**config.mk**
```make
export PLATFORM = sky130hd
export DESIGN_NAME = fbct_cell
export DESIGN_NICKNAME = d
export VERILOG_FILES = /design/src/rtl/fbct_pkg.sv /design/src/rtl/fbct_cell.sv
export SDC_FILE = /design/constraint.sdc
export NUM_CORES = 1
export LEC_CHECK = 0
export ABC_CLOCK_PERIOD_IN_PS = 18400
export BUFFER_PORTS_ARGS = -buffer_cell sky130_fd_sc_hd__buf_2
export CELL_PAD_IN_SITES_DETAIL_PLACEMENT = 1
export CELL_PAD_IN_SITES_GLOBAL_PLACEMENT = 2
export CORE_ASPECT_RATIO = 1.2
export CORE_UTILIZATION = 39
export CTS_CLUSTER_SIZE = 14
export DETAILED_ROUTE_END_ITERATION = 10
export PLACE_DENSITY = 0.93
export SETUP_SLACK_MARGIN = 0.1
export SLEW_MARGIN = 20
export SYNTH_ARGS = -nofsm -noshare
export SYNTH_HDL_FRONTEND = slang
export SYNTH_SLANG_ARGS = --single-unit
```
**constraint.sdc**
```tcl
create_clock -name clk -period 18.4 [get_ports clk]
set_input_delay 0 -clock clk [delete_from_list [all_inputs] [get_ports clk]]
set_output_delay 0 -clock clk [all_outputs]
set_load 0.005 [all_outputs]
```
**src/rtl/fbct_pkg.sv**
```systemverilog
package fbct_pkg;

  localparam int ADDR_W  = 32;
  localparam int BYTES_W = 16;
  localparam int SLOT_W  = 8;
  localparam int TOTAL_W = 64;

  typedef enum logic [1:0] {
    ST_UPDATED,
    ST_CREATED,
    ST_FULL,
    ST_BADLEN
  } status_t;

  // One packet as it travels down the row of cells.
  typedef struct packed {
    logic               valid;
    logic               done;
    logic               outgoing_dir;
    logic [ADDR_W-1:0]  remote;
    logic [BYTES_W-1:0] bytes;
    status_t            status;
    logic [SLOT_W-1:0]  entry_index;
    logic [TOTAL_W-1:0] outgoing_total;
    logic [TOTAL_W-1:0] incoming_total;
  } query_t;

endpackage

```
**src/rtl/fbct_cell.sv**
```systemverilog
module fbct_cell #(
  parameter int CELL_IDX = 0
) (
  input  logic            clk,
  input  logic            rst_n,
  input  logic            en,
  input  fbct_pkg::query_t q_in,
  output fbct_pkg::query_t q_out
);

  localparam logic [fbct_pkg::SLOT_W-1:0] SLOT = fbct_pkg::SLOT_W'(CELL_IDX % 256);

  logic                            valid_r;
  logic                            valid_nxt;
  logic [fbct_pkg::ADDR_W-1:0]     remote_r;
  logic [fbct_pkg::ADDR_W-1:0]     remote_nxt;
  logic [fbct_pkg::TOTAL_W-1:0]    og_r;
  logic [fbct_pkg::TOTAL_W-1:0]    og_nxt;
  logic [fbct_pkg::TOTAL_W-1:0]    ic_r;
  logic [fbct_pkg::TOTAL_W-1:0]    ic_nxt;
  fbct_pkg::query_t                q_r;
  fbct_pkg::query_t                q_nxt;

  logic                            hit;
  logic                            claim;
  logic [fbct_pkg::TOTAL_W-1:0]    addend;
  logic [fbct_pkg::TOTAL_W-1:0]    total;

  assign hit   = valid_r && (remote_r == q_in.remote);
  assign claim = q_in.valid && !q_in.done && (hit || !valid_r);

  // A fresh entry starts from zero, so only a hit feeds the stored count.
  assign addend = !hit ? '0 : (q_in.outgoing_dir ? og_r : ic_r);
  assign total  = addend + fbct_pkg::TOTAL_W'(q_in.bytes);

  always_comb begin
    valid_nxt  = valid_r;
    remote_nxt = remote_r;
    og_nxt     = og_r;
    ic_nxt     = ic_r;
    q_nxt      = q_in;
    if (claim) begin
      valid_nxt  = 1'b1;
      remote_nxt = q_in.remote;
      og_nxt     = q_in.outgoing_dir ? total : (hit ? og_r : '0);
      ic_nxt     = q_in.outgoing_dir ? (hit ? ic_r : '0) : total;
      q_nxt.done           = 1'b1;
      q_nxt.status         = hit ? fbct_pkg::ST_UPDATED : fbct_pkg::ST_CREATED;
      q_nxt.entry_index    = SLOT;
      q_nxt.outgoing_total = og_nxt;
      q_nxt.incoming_total = ic_nxt;
    end
  end

  always_ff @(posedge clk) begin
    if (!rst_n) begin
      valid_r  <= 1'b0;
      q_r.valid <= 1'b0;
    end else if (en) begin
      valid_r <= valid_nxt;
      q_r     <= q_nxt;
    end
  end

  always_ff @(posedge clk) begin
    if (en) begin
      remote_r <= remote_nxt;
      og_r     <= og_nxt;
      ic_r     <= ic_nxt;
    end
  end

  assign q_out = q_r;

  // An allocated entry is never freed and never renamed.
  a_entry_sticky: assert property (@(posedge clk) disable iff (!rst_n)
    valid_r |=> valid_r)
    else $error("allocated entry lost its valid bit");

  a_remote_kept: assert property (@(posedge clk) disable iff (!rst_n)
    valid_r |=> $stable(remote_r))
    else $error("remote address of an allocated entry changed");

  a_done_status: assert property (@(posedge clk) disable iff (!rst_n)
    (q_r.valid && !q_r.done) |-> (q_r.status == fbct_pkg::ST_FULL))
    else $error("unresolved item carries a resolved status");

endmodule

```
---- After elaboration in Yosys (flattened, before gate mapping) ----
Cells that the tools add are included.
storage, ports and cells
  input port bits ......................... 192
  flip-flop bits (word level) ............. 350
  word-level logic and storage cells ...... 31
operators by class
  add/subtract/negate cells ............... 1
  mux-type cells .......................... 8
  reduce and logical (&&, ||, !) cells .... 8
  equality and inequality tests ........... 1
operator list
  cell                                       number
  64-bit two-way mux                         6
  138-bit two-way mux                        1
  64-bit by 16-bit adder with 64-bit output  1
  32-bit == test                             1
  2-bit AND reduction                        2
  1-bit logical AND                          3
  1-bit logical NOT                          2
  1-bit logical OR                           1
  1-bit two-way mux                          1

---- Longest topological paths before layout ----
  depth after elaboration ................. 6
  gate-level depth with buffers ........... 19
  gate-level depth less buffers ........... 14

---- Worst setup path before layout ----
No wires, ideal clock.
  path kind ............................... register to register
  from .................................... reg remote_r[14] (netlist bit)
  to ...................................... reg ic_r[0] (netlist bit), enable pin
  stages on the path, launching flop included .. 7
  clock period less this slack ............ 5.881 ns
  path slack .............................. 12.519 ns
  buffers on the path ..................... 1
  arrival ................................. 5.340 ns
  library setup time ...................... 0.541 ns
  data required time ...................... 17.859 ns
  cell sequence ........................... edfxtp_1 xnor2_1 nand4_1 or4_1 buf_2 o21ai_0 and3_1
between the ends
  longest elaborated chain between the ends .. 5
RTL lines
  element                               RTL line         text
  start, declared                       fbct_cell.sv:15  logic [fbct_pkg::ADDR_W-1:0] remote_r;
  start signal, assigned                fbct_cell.sv:67  remote_r <= remote_nxt;
  32-bit == test                        fbct_cell.sv:29  assign hit = valid_r && (remote_r == q_in.remote);
  1-bit logical AND                     fbct_cell.sv:29
  1-bit logical OR                      fbct_cell.sv:30  assign claim = q_in.valid && !q_in.done && (hit || !valid_r);
  1-bit logical AND                     fbct_cell.sv:30
  2-bit AND reduction (no source line)  n/a
  end signal, assigned                  fbct_cell.sv:69  ic_r <= ic_nxt;
  end, declared                         fbct_cell.sv:19  logic [fbct_pkg::TOTAL_W-1:0] ic_r;
Every way passes these cells.
A chain may end at the register's enable or synchronous reset.

==> flow_summary.json <==
{
  "ys_types": 71,
  "wl_per_cell_um": 24.4,
  "dieWidth_um": 195,
  "slew_violations": 0,
  "status": "finished, final reports clean",
  "netlist_instances": 1464,
  "cp_slowest_cell": "a2111oi_0",
  "final_hold_viol_count": 0,
  "p_per_area_nw_per_um2": 83.2,
  "rsz0062_at_grt": "false",
  "hold_class": "in2reg",
  "synth_area_um2": 17500,
  "async_reset_ff_share_pct": 0,
  "ir_drop_mv": 0.0727,
  "dieArea_um2": 45700,
  "synth-edff-count": 348,
  "cts.path.max_buffers": 3,
  "leakagePower_nw": 8.38,
  "post-synth-top-area-cell": "edfxtp_1",
  "clk-insertion-delay-late_ns": 0.58,
  "synth.avg_cell_area_um2": 11.9,
  "nets": 2218,
  "clk_pin_slew_ns": 0.06,
  "post-route-period-util_pct": 34.8,
  "grt.total_usage_pct": 27.4,
  "post-cts-setup-buffers": 0,
  "cts_made_buffers": 39,
  "overflow": 0,
  "io_pins": 381,
  "worst-path-max-fanout": 75,
  "crit_type": "reg2reg",
  "crit_required_ns": 18.67,
  "netlist.area_leader.share_pct": 59.8,
  "cp_top_family": "simple AND/OR/NAND/NOR gates",
  "cts_tree": "done",
  "drc_errors": 0,
  "start_kind": "flop",
  "seq_area_frac_synth_pct": 60.0,
  "ctsHoldBuffers": 191,
  "grt_pass1_wl_um": 94500,
  "grt_pass1_vias": 15700,
  "yosysMostFrequentCell": "edfxtp_1",
  "rows": 84,
  "clock_skew_ns": 0.0226,
  "yosysWarnings": 0,
  "slowest_delay_ns": 0.93,
  "coreArea_um2": 44000,
  "synth_common_cells": "348 x edfxtp_1, 182 x nand2_1, 118 x nor2_1",
  "max_freq_mhz": 156,
  "ys.flop_type": "edfxtp_1",
  "arrival_ns": 6.68,
  "ctsResizeCount": 0,
  "relSlewSlack_pct": 24.1,
  "vias_per_cell": 5.66,
  "clock_sinks": 350,
  "setup_viol": 0,
  "antenna_found_initial": 2,
  "syn-num-nets": 1673,
  "routabilityCongestion": 0.938,
  "grt_max_degree": 91,
  "fin_crit_ns": 6.41,
  "start_util_pct": 39.7,
  "place_hpwl_um": 41700,
  "cp_num_buf_inv": 1,
  "wl_um": 63300,
  "drive_gt1_share_pct": 26.4,
  "first_pass_iters": 5,
  "tns_ns": 0,
  "crit_chain": "xnor2_1, nand4_1, nor4_1, nand3_4, buf_4, nor2_1, ha_1, fa_1, a21oi_1, o221ai_1, a22oi_1, a2111oi_0, nor4bb_1, xor2_1, a21oi_1",
  "synth_seq_cells": 350,
  "end_kind": "flop",
  "port_buffers": 380,
  "tightestPinTransition_ns": 1.13,
  "crit_path_frequent_cell": "a21oi_1",
  "syn2layout_area_growth_pct": 32.4,
  "finalPower_mw": 1.93,
  "placed_cell_area_um2": 19900,
  "design_area_um2": 23200,
  "yosys-top-cells-area": "edfxtp_1 60%, xnor2_1 5.8%, nand2_1 3.9%",
  "cts-root-buf": "clkbuf_16",
  "htree_num_levels": 2,
  "vias": 14700,
  "max_cap_violations": 0,
  "ant_nets": 0,
  "fp.dieH_um": 234,
  "drt_first_iter_violations": 1012
}
[flip-flops by register name, indices dropped and copies added (netlist names)]
register	count
remote_r	32
og_r	64
ic_r	64
valid_r	1
q_out	189
[metal layers]
layer	vias up	global-route usage [%]	part of all wire, %
met5	-	0	0
met4	0	12.8	4.1
met3	137	3.77	5.4
met2	582	50.0	52
met1	7374	31.8	38
li1	6624	-	-
[worst register-to-register path: stages (launching register included)]
cell and delay (ns):
edfxtp_1 0.40, xnor2_1 0.18, nand4_1 0.21, nor4_1 0.78, nand3_4 0.73, buf_4 0.65
nor2_1 0.23, ha_1 0.22, fa_1 0.26, a21oi_1 0.12, o221ai_1 0.35, a22oi_1 0.19
a2111oi_0 0.93, nor4bb_1 0.54, xor2_1 0.22, a21oi_1 0.09
[final timing paths]
kind                                             start                    to  slack, ns  cells past startpoint
worst max-delay path            remote_r[11]$_DFFE_PP_  q_out[120]$_DFFE_PP_      11.99                     15
worst min-delay path                         q_in[186]  q_out[186]$_DFFE_PP_       0.04                      1
worst max register to register  remote_r[11]$_DFFE_PP_  q_out[120]$_DFFE_PP_      11.99                     15
worst min register to register       og_r[2]$_DFFE_PP_     og_r[2]$_DFFE_PP_       0.63                      2
[layout by cell type, fill, tap and decap left out, types with 7 or more instances in the layout]
cell type	n
ha_1	16
nand4_1	49
a21o_1	10
nand4b_1	8
clkinv_1	7
xor2_1	25
a211oi_1	16
nor4_1	28
dlygate4sd3_1	191
nand2_1	180
nand3b_1	12
buf_2	379
xnor2_1	115
mux2_2	50
and3_1	14
o21ai_0	73
nor2_1	117
a21oi_1	26
mux2i_1	33
edfxtp_1	348
and2_1	17
a2111oi_0	27
o31ai_1	12
nand3_1	75
clkbuf_16	39
buf_4	21
inv_1	7
[metrics by stage]
| stage | setup WS [ns] | std cells | util [%] | hold WS [ns] |
|---|---|---|---|---|
| after global routing | 11.64 | 2600 | 52.6 | 0.0728 |
| after floorplan | 12.52 | 1464 | - | 0.0989 |
| after CTS | 12.05 | 2599 | 52.6 | 0.0437 |
| after global placement | 12.40 | 2336 | 45.3 | 0.219 |
| final | 11.99 | 2600 | 52.6 | 0.0375 |
| after detailed placement | 12.12 | 2336 | 45.3 | 0.212 |
[power breakdown]
group / total [mW] / switching (mW) / internal (mW)
clock network: 0.819 / 0.353 / 0.466
logic: 0.178 / 0.0929 / 0.0854
registers: 0.930 / 0.0154 / 0.914
[logic make-up (layout without fill, tap and decap cells)]
logic type | count (synthesis) | count (layout) | synth area share, %
xor+xnor | 140 | 140 | 7.01
buf+inv | 94 | 670 | 2.20
compound gates | 223 | 223 | 8.70
mux | 84 | 84 | 5.19
other cells | 0 | 1 | 0
simple gates | 556 | 556 | 15.6
fa+ha+maj | 17 | 17 | 1.26
flops | 350 | 350 | 60.0
[area by class of cell]
| type | count | area [um^2] |
|---|---|---|
| inverters | 7 | 26.3 |
| multi-input cells | 1020 | 6670 |
| repair buffers | 591 | 3970 |
| well taps | 559 | 699 |
| clock inverters | 27 | 308 |
| fillers | 4664 | 20900 |
| clock buffers | 45 | 998 |
| flip-flops and latches | 350 | 10500 |
| diodes | 1 | 2.50 |
(Power assumes the default switching activity.)
