==> src/rtl/fbct_pkg.sv <==
package fbct_pkg;

  localparam int ADDR_W  = 32;
  localparam int BYTES_W = 16;
  localparam int SLOT_W  = 8;
  localparam int TOTAL_W = 64;

  typedef enum logic [1:0] {
    ST_UPDATED,
    ST_CREATED,
    ST_FULL,
    ST_BADLEN
  } status_t;

  // One packet as it travels down the row of cells.
  typedef struct packed {
    logic               valid;
    logic               done;
    logic               outgoing_dir;
    logic [ADDR_W-1:0]  remote;
    logic [BYTES_W-1:0] bytes;
    status_t            status;
    logic [SLOT_W-1:0]  entry_index;
    logic [TOTAL_W-1:0] outgoing_total;
    logic [TOTAL_W-1:0] incoming_total;
  } query_t;

endpackage

==> src/rtl/fbct_out_if.sv <==
interface fbct_out_if;
  logic        valid;
  logic        ready;
  logic [1:0]  status;
  logic [7:0]  entry_index;
  logic        outgoing_dir;
  logic [31:0] remote_address;
  logic [63:0] outgoing_total;
  logic [63:0] incoming_total;

  modport source (output valid, output status, output entry_index, output outgoing_dir,
                  output remote_address, output outgoing_total, output incoming_total,
                  input ready);
  modport sink   (input valid, input status, input entry_index, input outgoing_dir,
                  input remote_address, input outgoing_total, input incoming_total,
                  output ready);
endinterface

==> src/rtl/fbct_out_skid.sv <==
module fbct_out_skid (
  input  logic             clk,
  input  logic             rst_n,
  input  fbct_pkg::query_t in_item,
  output logic             room,
  fbct_out_if.source       out_chan
);

  fbct_pkg::query_t main_r;
  fbct_pkg::query_t main_nxt;
  fbct_pkg::query_t skid_r;
  fbct_pkg::query_t skid_nxt;
  logic             take;
  logic             pop;

  assign room = !skid_r.valid;
  assign take = in_item.valid && room;
  assign pop  = main_r.valid && out_chan.ready;

  always_comb begin
    main_nxt = main_r;
    skid_nxt = skid_r;
    if (pop || !main_r.valid) begin
      if (skid_r.valid) begin
        main_nxt       = skid_r;
        skid_nxt.valid = 1'b0;
      end else begin
        main_nxt       = in_item;
        main_nxt.valid = take;
      end
    end else if (take) begin
      // Output is stalled: park the item.
      skid_nxt = in_item;
    end
  end

  always_ff @(posedge clk) begin
    if (!rst_n) begin
      main_r.valid <= 1'b0;
      skid_r.valid <= 1'b0;
    end else begin
      main_r <= main_nxt;
      skid_r <= skid_nxt;
    end
  end

  assign out_chan.valid          = main_r.valid;
  assign out_chan.status         = main_r.status;
  assign out_chan.entry_index    = main_r.entry_index;
  assign out_chan.outgoing_dir   = main_r.outgoing_dir;
  assign out_chan.remote_address = main_r.remote;
  assign out_chan.outgoing_total = main_r.outgoing_total;
  assign out_chan.incoming_total = main_r.incoming_total;

  a_skid_behind_main: assert property (@(posedge clk) disable iff (!rst_n)
    skid_r.valid |-> main_r.valid)
    else $error("skid holds an item while the output register is empty");

  a_skid_drains: assert property (@(posedge clk) disable iff (!rst_n)
    (skid_r.valid && out_chan.ready) |=> !skid_r.valid)
    else $error("skid item not moved forward after output was taken");

endmodule

==> src/flat_wrapper.sv <==
// flat-port wrapper written by rule: the top's interface ports become plain ports
module fbct_out_skid_flat 
  (clk, rst_n, in_item, room, out_chan_valid, out_chan_status, out_chan_entry_index, out_chan_outgoing_dir, out_chan_remote_address, out_chan_outgoing_total, out_chan_incoming_total, out_chan_ready);
  fbct_out_if out_chan_i ();
  input  logic clk;
  input  logic rst_n;
  input  fbct_pkg::query_t in_item;
  output logic room;
  output wire logic [$bits(out_chan_i.valid)-1:0] out_chan_valid;
  output wire logic [$bits(out_chan_i.status)-1:0] out_chan_status;
  output wire logic [$bits(out_chan_i.entry_index)-1:0] out_chan_entry_index;
  output wire logic [$bits(out_chan_i.outgoing_dir)-1:0] out_chan_outgoing_dir;
  output wire logic [$bits(out_chan_i.remote_address)-1:0] out_chan_remote_address;
  output wire logic [$bits(out_chan_i.outgoing_total)-1:0] out_chan_outgoing_total;
  output wire logic [$bits(out_chan_i.incoming_total)-1:0] out_chan_incoming_total;
  input wire logic [$bits(out_chan_i.ready)-1:0] out_chan_ready;
  assign out_chan_valid = out_chan_i.valid;
  assign out_chan_status = out_chan_i.status;
  assign out_chan_entry_index = out_chan_i.entry_index;
  assign out_chan_outgoing_dir = out_chan_i.outgoing_dir;
  assign out_chan_remote_address = out_chan_i.remote_address;
  assign out_chan_outgoing_total = out_chan_i.outgoing_total;
  assign out_chan_incoming_total = out_chan_i.incoming_total;
  assign out_chan_i.ready = out_chan_ready;
  fbct_out_skid u_core (.clk(clk), .rst_n(rst_n), .in_item(in_item), .room(room), .out_chan(out_chan_i));
endmodule
==> config.mk <==
export PLATFORM = sky130hd
export DESIGN_NAME = fbct_out_skid_flat
export DESIGN_NICKNAME = d
export VERILOG_FILES = /design/src/rtl/fbct_pkg.sv /design/src/rtl/fbct_out_if.sv /design/src/rtl/fbct_out_skid.sv /design/src/flat_wrapper.sv
export SDC_FILE = /design/constraint.sdc
export NUM_CORES = 1
export LEC_CHECK = 0
export BUFFER_PORTS_ARGS = -buffer_cell sky130_fd_sc_hd__buf_2
export CAP_MARGIN = 20
export CORE_ASPECT_RATIO = 2
export CORE_MARGIN = 2
export CORE_UTILIZATION = 30
export DETAILED_ROUTE_END_ITERATION = 10
export PLACE_DENSITY = 0.6
export SETUP_SLACK_MARGIN = 0.3
export SKIP_LAST_GASP = 1
export SYNTH_ARGS = -nofsm -noshare
export SYNTH_HDL_FRONTEND = slang
export SYNTH_SLANG_ARGS = --single-unit
export TNS_END_PERCENT = 20
==> constraint.sdc <==
create_clock -name clk -period 45.6 [get_ports clk]
set_clock_uncertainty 0.1 [all_clocks]
set_input_delay 9.12 -clock clk [delete_from_list [all_inputs] [get_ports clk]]
set_output_delay 9.12 -clock clk [all_outputs]
set_load 0.01 [all_outputs]
Word-level counts from Yosys, hierarchy flattened --
Index checks and enable logic that the tools add are counted.
Operators by class: muxes and demuxes 1, bitwise operators 2, reduce and logical (&&, ||, !) cells 8
Operators with widths (number):
- 2-to-1 mux 189 bit | 1
- AND reduction 3 bit | 1
- logical AND 1 bit | 2
- logical NOT 1 bit | 2
- NOT 1 bit | 2
- AND reduction 2 bit | 1
- OR reduction 2 bit | 1
- logical OR 1 bit | 1
Word-level totals: flip-flop bits (word level) 361, input port bits 192, output and inout port bits 173, logic and storage cells 27

Logic depth before layout (Yosys ltp) --
Gate-level depths: netlist of run 1.
depth in word-level cells 4, gate-level depth with buffers 4, depth with buffers taken out 2

Worst setup path after synthesis of run 1 --
No wires, ideal clock.
path type input port to flip-flop, from input out_chan_ready, to register u_core.skid_r[0] in the netlist's numbering, enable pin, setup time 912 ps, arrival time 20892 ps, required time 44588 ps, setup slack 23697 ps, stages 2, path buffers 0, cell sequence nand2b_1 > nor3_1
Between the ends: longest elaborated chain between the ends 4
Ends and longest elaborated chain:
- from (decl) | line flat_wrapper.sv:16 | input wire logic [$bits(out_chan_i.ready)-1:0] out_chan_ready;
- logical AND 1 bit | line fbct_out_skid.sv:18 | assign pop = main_r.valid && out_chan.ready;
- logical OR 1 bit | line fbct_out_skid.sv:23 | if (pop || !main_r.valid) begin
- NOT 1 bit (no source line)
- AND reduction 3 bit (no source line)
- to (signal assigned) | line fbct_out_skid.sv:43 | skid_r <= skid_nxt;
- to (decl) | line fbct_out_skid.sv:11 | fbct_pkg::query_t skid_r;
No other way between the ends. A chain may end at the register's enable or synchronous reset.

Final worst setup path of run 1 --
from input out_chan_ready, to register u_core.skid_r[67] in the netlist's numbering, enable pin
Same word-level chain as after synthesis.

==> results.tsv, run 1 <==
metric	value	unit
outcome	completed	
Vias/cell	4.293	
max_cap viols	0	
LEAKAGE	5.754	nW
WHS Endpoint	u_core.out_chan.remote_address[22]$_DFFE_PP_	
post-DP HPWL	19060	µm
initial antenna violation count	3	
io pins	365	
Design Area, Final	15800	µm²
# Post-CTS Setup Buffers	0	
Crit Reg-Reg Startpoint	u_core.out_chan.valid$_SDFFE_PN0N_	
Hold Startpoint	u_core.skid_r[176]$_DFFE_PP_	
cts bufs inserted	34	
Layout area overhead	26.54	%
layout cell share with drive strength beyond 1	61.28	%
die width	148.3	µm
reg2reg setup slack	42.67	ns
CP cell instances	buf_2 -> nand2b_1 -> nor3_2 -> buf_4 -> buf_4	
Hold Crit Class	flop to flop	
CP delay by family, top	buffers and inverters	
Fillers	3856	
Post-Syn Instances	542	
Pwr Density	42.60	nW/µm²
Period minus WS final	11.38	ns
CP peak stage delay	0.77	ns
max-slew violations	0	
Fmax achieved	0.08786	GHz
via count	6323	
Synth top area share	82.24	%
Reg2Reg Depth	4	
top cells by area, synth	edfxtp_1, mux2_2, buf_6, dfxtp_1, a21boi_0	
final worst slack	34.22	ns
drt first pass iters	4	
CP Capture Type	flop	
Die Area	43370	µm²
CP required	45.63	ns
Worst Tran Pin Value	1.070	ns
# H-tree levels	2	
first-pass GRT wire length	40330	µm
WS Path Type	input port to flop	
Final Hold Fails	0	
Placement Rows	105	
# clock sinks	344	
Initial Util	30.46	%
Slew headroom	28.68	%
most frequent CP cell	buf_4	
post-synthesis sequential area ratio	82.57	%
buffers added on ports	347	
Worst path slowest cell	buf_4	
Die Ht	292.5	µm
CP Launch Type	input port	
Mean Syn Cell Area	23.04	µm²
Routed Antenna Nets	0	
CTS Hold Buffers Added	0	
DRT Wirelength	27490	µm
Total Nets Final	1106	
CP Buf/Inv Count	3	
Synth warnings	0	
#FFs+latches synth	344	
synthesized cell area	12490	µm²
area leader, netlist	edfxtp_1	
CTS tree	done	
CP max FO	64	
Hold Crit Depth	1	
detailed router's first-iteration violation count	193	
largest net degree at the start of global routing	78	
Yosys cell types	13	
syn nets	734	
part of the cycle the worst path needs	24.96	%
remaining global-route overflow	0	
crit path DAT	11.41	ns
vias in the first global route	6876	
RD Place Congestion	0.7954	
Core Area	40990	µm²
root buf cell	clkbuf_16	
Overall Global Routing Usage	12.34	%
r2r endpoint	u_core.skid_r[67]$_DFFE_PP_	
routed length per placed instance	18.67	µm
clk_lat worst skew	0.51	ns
DRC	0	
Post-Route Setup TNS	0	ns
worst IR drop on VDD	0.00002845	V
worst setup slack after placement	33.57	ns
Sequential cell area	10310	µm²
Core Util, Final	38.55	%
Post-CTS Resized	0	
area of the multi-input gates	1973	µm²
RSZ-0062 raised after global routing	no	
Final Setup Violations	0	
placed cell areas	14760	µm²
clock buffer depth	3	
Worst-path clk slew	0.06	ns
==> where the power goes <==
group | internal (mW) | leakage, nW | switching [mW]
registers | 0.362 | 3.22 | 0.00262
clock network | 0.152 | 0.504 | 0.113
logic | 0.0191 | 2.03 | 0.0232
total | 0.534 | 5.75 | 0.139
==> layout by cell type (no fill, tap or decap) <==
| cell type | count |
|---|---|
| a21boi_0 | 1 |
| and2_4 | 1 |
| buf_2 | 347 |
| buf_4 | 8 |
| bufinv_16 | 2 |
| clkbuf_1 | 8 |
| clkbuf_16 | 35 |
| clkinv_1 | 5 |
| clkinv_2 | 4 |
| clkinv_8 | 1 |
| clkinvlp_4 | 1 |
| dfxtp_1 | 1 |
| dfxtp_4 | 1 |
| diode_2 | 3 |
| edfxtp_1 | 342 |
| inv_1 | 1 |
| inv_6 | 1 |
| mux2_2 | 171 |
| nand2_1 | 1 |
| nand2b_1 | 1 |
| nor2_1 | 1 |
| nor3_2 | 1 |
| nor3b_1 | 1 |
==> cells by family (layout without fill, tap and decap cells) <==
| family | after synthesis | after routing | synth area share (%) |
|---|---|---|---|
| flip-flops | 344 | 344 | 82.57 |
| multiplexers | 171 | 171 | 15.42 |
| buffers and inverters | 20 | 413 | 1.693 |
| AO/OA/AOI/OAI | 1 | 1 | 0.06014 |
| AND/OR/NAND/NOR | 6 | 6 | 0.2605 |
| other | 0 | 3 | 0 |
==> area by class of cell <==
cell class / instances / area share, %
flip-flops and latches: 344 / 65.27
clock buffers: 43 / 5.733
repair buffers: 355 / 11.37
multi-input cells: 178 / 12.49
diodes: 3 / 0.04751
well taps: 535 / 4.236
inverters: 1 / 0.02375
clock inverters: 14 / 0.8314
==> metrics by stage <==
| stage | total power [mW] | hold WS (ns) | instances |
|---|---|---|---|
| after global routing | 0.6994 | 0.4543 | 1473 |
| after floorplan | 0.3937 | 0.4231 | 542 |
| after detailed placement | 0.4152 | 0.4303 | 1413 |
| final | 0.6731 | 0.4404 | 1473 |
| after CTS | 0.6850 | 0.4421 | 1470 |
| after global placement | 0.4140 | 0.4284 | 1413 |
==> sequential cells by signal, summed over array words and instances, names as in the netlist <==
signal / count
u_core.out_chan.incoming_total: 64
u_core.out_chan.outgoing_total: 64
u_core.out_chan.valid: 1
u_core.skid_r: 172
u_core.out_chan.remote_address: 32
u_core.out_chan.entry_index: 8
u_core.out_chan.outgoing_dir: 1
u_core.out_chan.status: 2
==> layer usage <==
metal | GRT usage [%] | share of wire (%)
met5 | 0 | 0
met4 | 5.923 | 3.8
met3 | 3.209 | 6.1
met2 | 23.45 | 56
met1 | 12.17 | 34
==> how the worst max path moves through the flow <==
stage                   startpoint  cells after the start                           to
finish              out_chan_ready                      5  u_core.skid_r[67]$_DFFE_PP_
floorplan           out_chan_ready                      2   u_core.skid_r[0]$_DFFE_PP_
global placement    out_chan_ready                      5  u_core.skid_r[63]$_DFFE_PP_
CTS                 out_chan_ready                      5  u_core.skid_r[63]$_DFFE_PP_
detailed placement  out_chan_ready                      5  u_core.skid_r[53]$_DFFE_PP_
global route        out_chan_ready                      5  u_core.skid_r[67]$_DFFE_PP_
==> worst reg2reg max path, delay by kind of cell (launching register included) <==
kind / cells / cell delay (ns)
and+or+nand+nor: 2 / 0.83
buffers and inverters: 2 / 1.23
DFF: 1 / 0.33
==> synthesized netlist by cell type, drive strengths merged <==
library cell / number
inv: 1
nand2b: 1
nor3: 1
dfxtp: 2
edfxtp: 342
a21boi: 1
nand2: 1
mux2: 171
and2: 1
nor3b: 1
buf: 19
nor2: 1
(Power assumes the default switching activity.)
==> run 2, diff against run 1 <==
- PLACE_DENSITY: 0.6 -> 0.62
- clock period: 45.6 -> 10.25 ns (I/O delays scaled with it)
==> run 2 against run 1 <==
  * Sequential share of layout area shrank 0.38 points
  * Utilization grew 0.23 points
  * Global-route usage grew 0.084 points
  * Clock-buffer cell count shrank 1
  * Sequential power grew to 4.5 times the previous value
  * Critical endpoint is now room
  * Design area grew 0.59%
  * First-iteration DRC count grew 25%
  * Combinational power grew to 4.4 times the previous value
==> results.tsv, run 2 (synthesis gave the netlist of run 1 again) <==
metric	value	unit
Die Area	43370	µm²
Post-CTS Resized	0	
most common cell after layout, fill and taps aside	buf_2	
WS Path Type	flop to output pin	
Routed Antenna Nets	0	
initial antenna violation count	10	
DRC	0	
Worst-path clk slew	0.07	ns
# clock sinks	344	
CP Buf/Inv Count	2	
Core Area	40990	µm²
io pins	365	
GR Util met1	13.16	%
Vias/cell	4.320	
total power	3.067	mW
met3 GRT Util	2.445	%
worst IR drop on VDD	0.0001338	V
Design Area, Final	15890	µm²
Final Setup Violations	0	
layout cell share with drive strength beyond 1	61.65	%
first-pass GRT wire length	40810	µm
Largest register FFs	172	
CP required	8.10	ns
commonest cells after routing, fill and taps aside	buf_2, edfxtp_1, mux2_2	
outcome	completed	
CP delay by family, top	flip-flops	
Placement Rows	105	
busiest layer in global routing	met2	
CTS Hold Buffers Added	0	
remaining global-route overflow	0	
vias in the first global route	6897	
RSZ-0062 raised after global routing	no	
Fmax achieved	0.2595	GHz
Post-Route Setup TNS	0	ns
placed cell areas	14750	µm²
CP max FO	61	
RD Place Congestion	0.7589	
CP Capture Type	output pin	
drt first pass iters	4	
# Post-CTS Setup Buffers	0	
met2 Use GR	22.29	%
post-DP HPWL	18490	µm
Layout area overhead	27.28	%
Die Ht	292.5	µm
Hold Crit Class	flop to flop	
Overall Global Routing Usage	12.42	%
Final Hold Fails	0	
max-slew violations	0	
Worst Tran Pin Value	1.008	ns
die width	148.3	µm
# H-tree levels	2	
routed length per placed instance	18.70	µm
root buf cell	clkbuf_16	
Hold Startpoint	u_core.skid_r[90]$_DFFE_PP_	
clock buffer depth	3	
clk_lat worst skew	0.52	ns
LEAKAGE	5.763	nW
Fillers	3816	
Period minus WS final	3.853	ns
cts bufs inserted	34	
CP cell instances	inv_1 -> buf_2	
Crit Reg-Reg Startpoint	u_core.skid_r[188]$_SDFFE_PP0P_	
part of the cycle the worst path needs	37.59	%
Pwr Density	193.0	nW/µm²
CP Launch Type	flop	
CTS tree	done	
max_cap viols	0	
CP peak stage delay	0.92	ns
detailed router's first-iteration violation count	242	
DRT Wirelength	27670	µm
largest net degree at the start of global routing	172	
Worst path slowest cell	dfxtp_4	
Initial Util	30.46	%
Biggest register	u_core.skid_r	
CP Launch Point	u_core.skid_r[188]$_SDFFE_PP0P_	
buffers added on ports	347	
Total Nets Final	1103	
crit path DAT	1.70	ns
via count	6393	
worst hold-check slack	0.4431	ns
Slew headroom	32.81	%
run 2: changes by cell type in the layout (fill, tap and decap cells not counted), sizes merged:
cell	previous run	this run
diode	3	9
clkinvlp	1	6
buf	355	352
clkinv	10	8
inv	2	4
clkbuf	43	42
run 2: power by group:
group          total (mW)  internal (mW)  switching, mW
clock network        1.26          0.715          0.541
logic               0.186         0.0850          0.101
registers            1.63           1.61         0.0133
total                3.07           2.41          0.656
run 2: through the flow:
step | util [%] | worst slack (ns) | instances
after floorplan | - | 0.7390 | 542
after global placement | 35.99 | 5.828 | 1410
after detailed placement | 35.99 | 5.819 | 1410
after CTS | 38.72 | 6.293 | 1471
after global routing | 38.78 | 6.248 | 1480
final | 38.78 | 6.397 | 1480
run 2: worst register-to-register path, delay by kind of cell, from the launching register on:
kind,cells,cell delay [ns]
buffers and inverters,1,0.84
flip-flops,1,0.92
multiplexers,1,0.50
run 2: path summary, 6_finish.rpt:
check                                            endpoint  slack [ns]  cells after the start
min          u_core.out_chan.outgoing_total[26]$_DFFE_PP_        0.44                      1
min reg2reg  u_core.out_chan.outgoing_total[26]$_DFFE_PP_        0.44                      1
max                                                  room        6.40                      2
max reg2reg  u_core.out_chan.outgoing_total[43]$_DFFE_PP_        7.64                      2
run 2: area by class of cell:
| class | instances | area [µm²] | area share (%) |
|---|---|---|---|
| inverter | 1 | 3.754 | 0.02362 |
| clock buffer | 42 | 944.7 | 5.943 |
| multi-input combinational | 178 | 1979 | 12.45 |
| clock inverter | 19 | 173.9 | 1.094 |
| sequential | 344 | 10310 | 64.89 |
| antenna | 9 | 22.52 | 0.1417 |
| tap | 535 | 669.4 | 4.212 |
| timing repair buffer | 352 | 1787 | 11.24 |
run 2: routing by layer:
metal | vias up | wire, µm
met1 | 3118 | 9788
met2 | 261 | 14740
met5 | - | 14
met3 | 75 | 1562
li1 | 2937 | -
met4 | 2 | 1569
